<file path="config.mk">
export PLATFORM = sky130hd
export DESIGN_NAME = periodic_task_timer_dispatcher_unit
export DESIGN_NICKNAME = d
export VERILOG_FILES = /design/src/design/ptdu_pkg.sv /design/src/design/ptdu_timer_unit.sv /design/src/design/periodic_task_timer_dispatcher_unit.sv
export VERILOG_INCLUDE_DIRS = /design/src /design/src/design
export SDC_FILE = /design/constraint.sdc
export NUM_CORES = 1
export LEC_CHECK = 0
export BUFFER_PORTS_ARGS = -buffer_cell sky130_fd_sc_hd__clkbuf_2
export CAP_MARGIN = 30
export CELL_PAD_IN_SITES_DETAIL_PLACEMENT = 1
export CELL_PAD_IN_SITES_GLOBAL_PLACEMENT = 1
export CORE_AREA = 2 2 196 237
export CTS_CLUSTER_DIAMETER = 50
export DETAILED_ROUTE_END_ITERATION = 10
export DIE_AREA = 0 0 198 239
export PLACE_DENSITY = 0.66
export RECOVER_POWER = 100
export SYNTH_ARGS = -nofsm -noshare
export SYNTH_HDL_FRONTEND = slang
export SYNTH_SLANG_ARGS = --single-unit
</file>
<file path="constraint.sdc">
create_clock -name clk -period 5.9 [get_ports clk]
set_clock_uncertainty 0.2 [all_clocks]
set_input_delay 0 -clock clk [delete_from_list [all_inputs] [get_ports clk]]
set_output_delay 0 -clock clk [all_outputs]
set_load 0.005 [all_outputs]
</file>
<file path="src/design/periodic_task_timer_dispatcher_unit_macros.svh">
// Assertion macros for the periodic task timer dispatcher.
`ifndef PERIODIC_TASK_TIMER_DISPATCHER_UNIT_MACROS_SVH
`define PERIODIC_TASK_TIMER_DISPATCHER_UNIT_MACROS_SVH

`ifndef SYNTH

// Same-cycle implication, checked at every rising edge outside reset.
`define PTDU_ASSERT_IMPLIES(label, clk, rst_n, ante, cons) \
    label: assert property (@(posedge clk) disable iff (!rst_n) (ante) |-> (cons)) \
        else $error("ptdu assertion failed");

// Next-cycle implication, checked at every rising edge outside reset.
`define PTDU_ASSERT_NEXT(label, clk, rst_n, ante, cons) \
    label: assert property (@(posedge clk) disable iff (!rst_n) (ante) |=> (cons)) \
        else $error("ptdu assertion failed");

`else

`define PTDU_ASSERT_IMPLIES(label, clk, rst_n, ante, cons)
`define PTDU_ASSERT_NEXT(label, clk, rst_n, ante, cons)

`endif

`endif

</file>
<file path="src/design/ptdu_pkg.sv">
// Shared types and constants of the periodic task timer dispatcher.
package ptdu_pkg;

    localparam int TASK_SLOTS = 8;
    localparam int TIMER_BITS = 16;
    localparam int SLOT_BITS  = (TASK_SLOTS > 1) ? $clog2(TASK_SLOTS) : 1;

    typedef enum logic [1:0] {
        CMD_TICK     = 2'd0,
        CMD_DISPATCH = 2'd1,
        CMD_LOAD     = 2'd2,
        CMD_UNUSED   = 2'd3
    } cmd_t;

    typedef struct packed {
        logic [1:0]  command;
        logic [3:0]  slot_index;
        logic [15:0] interval_ticks;
        logic        suspend_flag;
    } req_t;

    typedef struct packed {
        logic [3:0] task_id;
        logic       task_valid;
        logic       last;
    } rsp_t;

    // Result of one slot update in the shared timer unit.
    typedef struct packed {
        logic [TIMER_BITS-1:0] count_next;
        logic                  fire;
    } tmr_upd_t;

endpackage

</file>
<file path="src/design/ptdu_timer_unit.sv">
// Shared countdown unit: updates one task slot per tick step.
module ptdu_timer_unit
    import ptdu_pkg::*;
(
    input  logic [TIMER_BITS-1:0] countdown,
    input  logic [TIMER_BITS-1:0] interval,
    input  logic                  suspended,
    output tmr_upd_t              upd
);

    logic [TIMER_BITS-1:0] dec;

    assign dec = countdown - TIMER_BITS'(1);

    always_comb
    begin
        upd.count_next = countdown;
        upd.fire       = 1'b0;
        // Count down only running slots with time left; reload on expiry.
        if (!suspended && (countdown != '0))
        begin
            if (dec == '0)
            begin
                upd.count_next = interval;
                upd.fire       = 1'b1;
            end
            else
            begin
                upd.count_next = dec;
            end
        end
    end

endmodule

</file>
<file path="src/design/periodic_task_timer_dispatcher_unit.sv">
// Top level of the periodic task timer dispatcher: slot table, sequencer, output register.
//
// The block keeps TASK_SLOTS task slots, each with a reload interval, a countdown,
// a suspend flag and a ready flag. A load request writes one slot in the cycle it
// is accepted (a slot index beyond the table and the unused command are dropped)
// and produces no result. A tick request walks the slots one per cycle through a
// single shared decrement-and-compare unit; a slot whose countdown expires
// reloads and turns ready. A dispatch request walks the slots one per cycle in
// ascending order, holding on a ready slot while the output register cannot take
// a result, and sends one result for each ready, running slot, clearing its ready
// flag; it ends early once the final ready slot has been sent (that result
// carries last). If nothing is ready, a dispatch sends one result with
// task_valid low and last high. Suspended slots keep their ready flags until a
// later load, which clears them. The request side is stalled whenever the
// sequencer is busy with a walk or an empty result; results leave through a
// single output register, so the last result may still wait for the receiver
// while the next request is already taken.

`include "periodic_task_timer_dispatcher_unit_macros.svh"

module periodic_task_timer_dispatcher_unit
    import ptdu_pkg::*;
(
    input  logic clk,
    input  logic rst_n,
    input  logic req_valid,
    output logic req_stall,
    input  req_t req,
    output logic rsp_valid,
    input  logic rsp_stall,
    output rsp_t rsp
);

    typedef enum logic [1:0] {
        ST_IDLE,
        ST_TICK,
        ST_DISP,
        ST_NONE
    } state_t;

    localparam logic [SLOT_BITS-1:0] LAST_SLOT = SLOT_BITS'(TASK_SLOTS - 1);

    // Slot table
    logic [TIMER_BITS-1:0] interval_reg [TASK_SLOTS];
    logic [TIMER_BITS-1:0] count_reg    [TASK_SLOTS];
    logic [TASK_SLOTS-1:0] ready_reg;
    logic [TASK_SLOTS-1:0] susp_reg;

    // Sequencer and output register
    state_t                state_reg, state_next;
    logic [SLOT_BITS-1:0]  idx_reg, idx_next;
    logic                  rsp_valid_reg, rsp_valid_next;
    rsp_t                  rsp_reg, rsp_next;

    logic                  req_accept;
    logic                  out_free;
    logic                  load_we;
    logic                  tick_we;
    logic                  clear_we;
    logic [SLOT_BITS-1:0]  load_idx;
    logic [TASK_SLOTS-1:0] run_mask;
    logic [TASK_SLOTS-1:0] above_mask;
    logic                  is_last;
    tmr_upd_t              upd;

    assign req_stall  = (state_reg != ST_IDLE);
    assign req_accept = req_valid && !req_stall;
    assign out_free   = !rsp_valid_reg || !rsp_stall;
    assign rsp_valid  = rsp_valid_reg;
    assign rsp        = rsp_reg;

    assign load_idx = req.slot_index[SLOT_BITS-1:0];
    assign load_we  = req_accept && (req.command == CMD_LOAD)
                   && ({1'b0, req.slot_index} < 5'(TASK_SLOTS));

    // Slots that would dispatch now, and whether any lie above the walk position.
    assign run_mask   = ready_reg & ~susp_reg;
    assign above_mask = run_mask >> idx_reg;
    assign is_last    = ((above_mask >> 1) == '0);

    // One shared countdown unit serves the slot under the walk pointer.
    ptdu_timer_unit u_timer (
        .countdown (count_reg[idx_reg]),
        .interval  (interval_reg[idx_reg]),
        .suspended (susp_reg[idx_reg]),
        .upd       (upd)
    );

    always_comb
    begin
        state_next     = state_reg;
        idx_next       = idx_reg;
        rsp_valid_next = rsp_valid_reg && rsp_stall;
        rsp_next       = rsp_reg;
        tick_we        = 1'b0;
        clear_we       = 1'b0;

        case (state_reg)
            ST_IDLE:
            begin
                if (req_accept)
                begin
                    idx_next = '0;
                    if (req.command == CMD_TICK)
                    begin
                        state_next = ST_TICK;
                    end
                    else if (req.command == CMD_DISPATCH)
                    begin
                        state_next = (run_mask == '0) ? ST_NONE : ST_DISP;
                    end
                end
            end

            ST_TICK:
            begin
                // Write back the updated countdown, then advance.
                tick_we = 1'b1;
                if (idx_reg == LAST_SLOT)
                begin
                    state_next = ST_IDLE;
                end
                else
                begin
                    idx_next = idx_reg + SLOT_BITS'(1);
                end
            end

            ST_DISP:
            begin
                if (run_mask[idx_reg])
                begin
                    // Hold the walk until the output register frees up.
                    if (out_free)
                    begin
                        clear_we            = 1'b1;
                        rsp_valid_next      = 1'b1;
                        rsp_next.task_id    = 4'(idx_reg);
                        rsp_next.task_valid = 1'b1;
                        rsp_next.last       = is_last;
                        if (is_last || (idx_reg == LAST_SLOT))
                        begin
                            state_next = ST_IDLE;
                        end
                        else
                        begin
                            idx_next = idx_reg + SLOT_BITS'(1);
                        end
                    end
                end
                else if (idx_reg == LAST_SLOT)
                begin
                    state_next = ST_IDLE;
                end
                else
                begin
                    idx_next = idx_reg + SLOT_BITS'(1);
                end
            end

            ST_NONE:
            begin
                // Nothing ready: send one empty, final result.
                if (out_free)
                begin
                    rsp_valid_next      = 1'b1;
                    rsp_next.task_id    = '0;
                    rsp_next.task_valid = 1'b0;
                    rsp_next.last       = 1'b1;
                    state_next          = ST_IDLE;
                end
            end

            default:
            begin
                state_next = ST_IDLE;
            end
        endcase
    end

    always_ff @(posedge clk or negedge rst_n)
    begin
        if (!rst_n)
        begin
            state_reg     <= ST_IDLE;
            idx_reg       <= '0;
            rsp_valid_reg <= 1'b0;
            rsp_reg       <= '0;
        end
        else
        begin
            state_reg     <= state_next;
            idx_reg       <= idx_next;
            rsp_valid_reg <= rsp_valid_next;
            rsp_reg       <= rsp_next;
        end
    end

    // Slot table updates: load, tick write-back and dispatch clear never overlap.
    always_ff @(posedge clk or negedge rst_n)
    begin
        if (!rst_n)
        begin
            for (int i = 0; i < TASK_SLOTS; i++)
            begin
                interval_reg[i] <= '0;
                count_reg[i]    <= '0;
            end
            ready_reg <= '0;
            susp_reg  <= '0;
        end
        else
        begin
            if (load_we)
            begin
                interval_reg[load_idx] <= TIMER_BITS'(req.interval_ticks);
                count_reg[load_idx]    <= TIMER_BITS'(req.interval_ticks);
                susp_reg[load_idx]     <= req.suspend_flag;
                ready_reg[load_idx]    <= 1'b0;
            end
            if (tick_we)
            begin
                count_reg[idx_reg] <= upd.count_next;
                if (upd.fire)
                begin
                    ready_reg[idx_reg] <= 1'b1;
                end
            end
            if (clear_we)
            begin
                ready_reg[idx_reg] <= 1'b0;
            end
        end
    end

    // An empty result always closes its dispatch.
    `PTDU_ASSERT_IMPLIES(a_empty_is_last, clk, rst_n,
        rsp_valid_reg && !rsp_reg.task_valid, rsp_reg.last)

    // A non-final result means the dispatch walk is still running.
    `PTDU_ASSERT_IMPLIES(a_open_run_busy, clk, rst_n,
        rsp_valid_reg && !rsp_reg.last, state_reg == ST_DISP)

    // Ready flags only turn on during a tick walk.
    `PTDU_ASSERT_NEXT(a_ready_from_tick, clk, rst_n,
        state_reg != ST_TICK, (ready_reg & ~$past(ready_reg)) == '0)

    // A dispatched slot leaves the ready set.
    `PTDU_ASSERT_NEXT(a_dispatch_clears, clk, rst_n,
        clear_we, ready_reg[$past(idx_reg)] == 1'b0)

endmodule

</file>
==> flow_summary.yaml, run 1 <==
place:
  dp_hpwl_mm: 40.4
  post-place-ws_ps: 603
  dpl-instance-area_mm2: 0.0158
  port-buffer-count: 33
  globalplace.congestion: 0.923
critical_path:
  max_stage_delay_ps: 1050
  critical_path_required_ps: 6100
  path_common_cell: "o21ai_0"
  worstPathMaxFanout: 19
  crit_path_top_delay_cell: "clkbuf_1"
  crit_type: "reg2reg"
  r2r_cells: 13
  ff2ff_setup_slack_ps: 530
  crit_end: "state_reg[0]"
  r2r_end: "state_reg[0]"
  end_kind: "flip-flop"
  start_kind: "flip-flop"
  cp.arrival_ps: 5580
  crit_chain: "buf_12 -> buf_4 -> and3_1 -> clkbuf_1 -> nand2_1 -> o21ai_0 -> or4_1 -> nor2_1 -> a21boi_0 -> o21ai_0 -> o21ai_0 -> o31ai_1 -> dlygate4sd3_1"
  critPathLaunch: "idx_reg[0]"
  r2r-start: "idx_reg[0]"
outcome:
  outcome: "complete, but fails checks"
  violations: "max-capacitance violations, max-slew violations"
timing:
  worst-slew-pin-transition_ps: 4120
  holdWs_ps: 49.8
  period_needed_ps: 5370
  rsz0062_at_grt: "false"
  layout_setup_ws_ps: 526
  setup_violations: 0
  relSlewSlack_pct: -174
  fin_tns_setup_ps: 0
  fmax_mhz: 186
  finalHoldViolations: 0
  post-route-period-util_pct: 91.1
  maxSlewViolCount: 428
yosys:
  synth_adder_area_share_pct: 0.849
  synthesis.nets: 1741
  ys_seq_elements: 283
  syn_area_mm2: 0.0147
  synthArstFlopShare_pct: 100
  ys.flop_type: "dfrtp_1"
  syn_area_per_cell_um2: 8.65
  ys_seq_area_share_pct: 48.1
  synthCells: 1704
  synth_edf_count: 0
  synthDistinctLibCells: 71
  synthXorXnorAreaFrac_pct: 0.0594
  synth_warnings: 0
  synth_compound_area_share_pct: 14.7
  synth-simple-area-share_pct: 26.4
  synth_top_family_by_area: "simple AND/OR/NAND/NOR gates"
  synthMuxAreaShare_pct: 5.56
cts:
  hold_buffers: 27
  clock-sinks: 283
  clockBufferDepth: 3
  cts_resized: 0
  clockRootBuffer: "clkbuf_16"
  numCtsBuffers: 34
  cts_tree: "yes"
  cts_setup_buffers: 0
  htreeDepth: 2
  cts.reportedPaths.clkPinSlew_ps: 60
  clk_latency_ps: 530
grt:
  grt_pass1_wl_mm: 93.6
  grt_max_degree: 140
  grt_overflow: 0
  grt_pass1_vias: 14500
  grt_usage_pct: 26.8
  antenna_found_initial: 1
die:
  std_cell_rows: 86
  coreArea_mm2: 0.0453
  die-area_mm2: 0.0473
  initial_utilization_pct: 32.5
  die_w_um: 198
  io_pins: 35
  die_h_um: 239
pwr:
  ir_drop_uv: 176
  leakage_nw: 8.37
  powerDensity_mw_per_mm2: 451
cells_and_area:
  drive_gt1_share_pct: 11.2
  nNetsFinal: 1777
  areaGrowthSynthToFinish_pct: 15.8
  final_util_pct: 37.7
  mostFrequentLayoutCell: "nand2_1"
  layout_common_cells: "nand2_1, dfrtp_1, a21oi_1"
  num_antenna_cells: 0
  final_cell_area_mm2: 0.0171
flow_run:
  drv_cap: 10
routing:
  drc: 0
  drt_wl_total_mm: 62.4
  detail-route-antenna-nets: 0
  first_pass_iters: 6
  avgViaCountPerCell: 5.75
  wire_per_inst_um: 26.2
  num_vias: 13700
  drt_iter0_drc: 1103
hold_path:
  hold_path.class: "in2reg"
  min_path_cells: 5
## cell type report
class                           count  area [um2]
Timing Repair Buffer              127        1030
Tap cell                          616         771
Inverter                           18        67.6
Multi-Input combinational cell   1276        7020
Sequential cell                   283        7080
Clock inverter                     11         124
Fill cell                        5259       28200
Clock buffer                       47         971
## critical path, delay by kind of cell, from the launching register on
family	cells	cell delay [ps]
AOI/OAI and AO/OA	5	820
DFF	1	760
and+or+nand+nor	4	1270
buffers and inverters	4	2160
## per-layer routing
layer	up-vias	share of wire, %	track usage (%)
li1	5964	-	-
met4	0	5.5	13.3
met5	-	0	0
met2	503	48	45.6
met3	192	5.6	3.63
met1	7019	41	33.3
## worst min-delay path by stage
stage	start	end
after floorplan	rst_n	count_reg[0]
after global placement	rst_n	interval_reg[65]
after detailed placement	rst_n	interval_reg[65]
after CTS	req[19]	susp_reg[7]
after global routing	req[19]	interval_reg[1]
final	req[19]	interval_reg[6]
## report_power, final
group / internal, mW / total, mW / switching, mW
clock network: 1.24 / 2.11 / 0.871
logic: 1.05 / 2.86 / 1.81
registers: 2.41 / 2.73 / 0.320
total: 4.70 / 7.70 / 3.00
## cells in the mapped netlist (5+ instances only)
master,n,area share (%)
nand2b_1,8,0.34
mux2i_1,15,1.0
nand2_1,618,16
a221oi_1,15,0.89
nor3_1,13,0.44
inv_1,17,0.43
nand3_1,27,0.92
nand3b_1,5,0.25
nor4_1,6,0.25
mux4_2,22,3.4
nor2b_1,9,0.38
clkbuf_1,94,2.4
clkbuf_2,8,0.27
mux2_2,11,0.84
dfrtp_1,283,48
o21ai_1,27,0.92
a22o_1,17,1.0
and3_1,115,4.9
nand4_1,11,0.47
nor2_1,27,0.69
o21ai_0,24,0.82
a21oi_2,9,0.53
a31oi_1,12,0.51
and2_1,14,0.59
ha_1,10,0.85
buf_4,12,0.61
buf_2,5,0.17
o31ai_1,5,0.25
a21oi_1,129,4.4
a22oi_1,54,2.8
a211o_1,5,0.30
## metrics by stage
| stage | power (mW) | cells |
|---|---|---|
| 6_report | 7.70 | 2378 |
| 4_1_cts | 7.74 | 2377 |
| 2_1_floorplan | 4.53 | 1704 |
| 5_1_grt | 8.11 | 2378 |
| 3_5_place_dp | 5.58 | 2292 |
| 3_3_place_gp | 5.46 | 2281 |
## cells by family (layout without fill, tap and decap cells)
logic type	Yosys count	in the layout
buffers and inverters	145	203
XOR/XNOR	1	1
AO/OA/AOI/OAI	335	335
adder cells (fa/ha/maj)	10	10
multiplexers	51	51
AND/OR/NAND/NOR	878	878
flip-flops	283	283
other	1	1
Note: power is estimated with default switching activity, not from simulation.
==> inputs of run 2 (changes only) <==
--- a/config.mk
+++ b/config.mk
@@ -14,7 +14,7 @@
 export CTS_CLUSTER_DIAMETER = 50
 export DETAILED_ROUTE_END_ITERATION = 10
 export DIE_AREA = 0 0 198 239
-export PLACE_DENSITY = 0.66
+export PLACE_DENSITY = 0.69
 export RECOVER_POWER = 100
 export SYNTH_ARGS = -nofsm -noshare
 export SYNTH_HDL_FRONTEND = slang
==> run 2 against run 1 <==
Against the previous run:
- the run still ends with max-capacitance violations, max-slew violations left
- first-iteration DRC count fell by 8.4%
- sequential cell count unchanged
- setup slack improved by 36 ps
- power hardly changed
- count of clock-buffer cells in the layout is 3 higher
- highest routed layer unchanged
==> flow_summary.yaml, run 2 (synthesis results as in run 1) <==
outcome:
  outcome: "complete, but fails checks"
  violations: "max-capacitance violations, max-slew violations"
pwr:
  power.clock.fraction_pct: 28.1
  pwr-share-seq_pct: 35.4
  ir_drop_uv: 183
  leakage_nw: 8.39
  p_switching_mw: 2.98
  p_sw_share_pct: 38.7
  internal_power_mw: 4.72
  powerDensity_mw_per_mm2: 450
  combPwrFrac_pct: 36.5
cells_and_area:
  regArea_mm2: 0.00708
  nFillCells: 5295
  areaGrowthSynthToFinish_pct: 16.1
  drive_gt1_share_pct: 10.9
  nNetsFinal: 1777
  final_cell_area_mm2: 0.0171
  final_util_pct: 37.8
  num_antenna_cells: 0
  mostFrequentLayoutCell: "nand2_1"
  multiInputGateArea_mm2: 0.00699
  layout_common_cells: "nand2_1, dfrtp_1, a21oi_1"
cts:
  clock-sinks: 283
  hold_buffers: 27
  cts_setup_buffers: 0
  clockRootBuffer: "clkbuf_16"
  cts.reportedPaths.clkPinSlew_ps: 60
  htreeDepth: 2
  cts_tree: "yes"
  cts_resized: 0
  clockBufferDepth: 3
  numCtsBuffers: 36
  clk_latency_ps: 540
critical_path:
  crit_path_top_delay_cell: "dfrtp_2"
  r2r-start: "idx_reg[2]"
  max_stage_delay_ps: 960
  worstPathMaxFanout: 34
  path_buf_inv: 3
  crit_chain: "mux2i_1 -> mux4_2 -> and2_1 -> ha_1 -> inv_1 -> nor4_1 -> clkbuf_1 -> and4_1 -> a31oi_1 -> o21ai_0 -> nand4bb_1 -> buf_4 -> a311oi_1 -> o31ai_1 -> a21oi_1"
  critical_path_required_ps: 6060
  critPathLaunch: "idx_reg[2]"
  critPathTopFamily: "compound AO/OA/AOI/OAI gates"
  crit_type: "reg2reg"
  end_kind: "flip-flop"
  ff2ff_setup_slack_ps: 560
  cp.arrival_ps: 5490
  start_kind: "flip-flop"
timing:
  fmax_mhz: 187
  relSlewSlack_pct: -162
  post-route-period-util_pct: 90.5
  maxSlewViolCount: 436
  worst-slew-pin-transition_ps: 3920
  setup_violations: 0
  fin_tns_setup_ps: 0
  period_needed_ps: 5340
  finalHoldViolations: 0
  rsz0062_at_grt: "false"
grt:
  grt_max_degree: 136
  grt_overflow: 0
  grt_usage_pct: 26.6
  antenna_found_initial: 0
  grt_pass1_vias: 14600
  grt_pass1_wl_mm: 92.8
die:
  std_cell_rows: 86
  initial_utilization_pct: 32.5
  die-area_mm2: 0.0473
  coreArea_mm2: 0.0453
  die_h_um: 239
  die_w_um: 198
  io_pins: 35
place:
  dp_hpwl_mm: 40.6
  dpl-instance-area_mm2: 0.0158
  globalplace.congestion: 0.911
  port-buffer-count: 33
routing:
  drt_wl_total_mm: 61.8
  num_vias: 13700
  detail-route-antenna-nets: 0
  wire_per_inst_um: 26.0
  first_pass_iters: 5
  avgViaCountPerCell: 5.78
  drt_iter0_drc: 1010
  drc: 0
hold_path:
  hold_path.class: "in2reg"
  holdCritStartpoint: "req[19]"
flow_run:
  drv_cap: 10
run 2: changes by cell type in the layout (fill, tap and decap cells not counted), moves of 3 or more:
cell / delta
and2_0: -3
and2_1: +3
buf_4: -4
buf_8: +4
run 2: worst min-delay path: cells and delay by family:
family / cells / cell delay (ps)
buf+inv: 2 / 390
simple gates: 3 / 340
run 2: final cells by class:
| type | instances | share of cell area (%) |
|---|---|---|
| Multi-Input combinational cell | 1276 | 40.9 |
| Tap cell | 616 | 4.51 |
| Inverter | 18 | 0.395 |
| Timing Repair Buffer | 125 | 6.18 |
| Clock buffer | 50 | 5.87 |
| Clock inverter | 11 | 0.754 |
| Sequential cell | 283 | 41.4 |
run 2: layer usage:
layer | global-route usage (%) | share of wire (%) | vias up
li1 | - | - | 5955
met1 | 32.7 | 41 | 7047
met2 | 44.1 | 48 | 537
met3 | 4.53 | 6.2 | 203
met4 | 14.9 | 5.7 | 0
met5 | 0 | 0 | -
run 2: per-stage QoR:
| stage | instances | setup slack, ps | hold slack [ps] | power [mW] |
|---|---|---|---|---|
| floorplan | 1704 | 1690 | -496 | 4.53 |
| global placement | 2275 | 678 | -192 | 5.41 |
| detailed placement | 2291 | 654 | -186 | 5.54 |
| CTS | 2379 | 627 | 18.3 | 7.74 |
| global route | 2379 | 139 | 60.2 | 8.12 |
| finish | 2379 | 563 | 43.7 | 7.70 |
run 2: path summary, 6_finish.rpt:
kind | depth (start not counted) | to
hold / removal | 5 | susp_reg[7]
setup / recovery | 15 | count_reg[116]
hold reg to reg | 2 | interval_reg[89]
setup reg to reg | 15 | count_reg[116]
min in group asynchronous | 4 | interval_reg[68]
max in group asynchronous | 4 | interval_reg[105]
run 2: power by group through the flow:
stage | Clock, mW | Sequential, mW | Combinational, mW
after floorplan | 0 | 2.62 | 1.91
after global placement | 0 | 2.74 | 2.67
after detailed placement | 0 | 2.76 | 2.79
after CTS | 2.19 | 2.72 | 2.83
after global routing | 2.27 | 2.78 | 3.07
final | 2.16 | 2.73 | 2.81
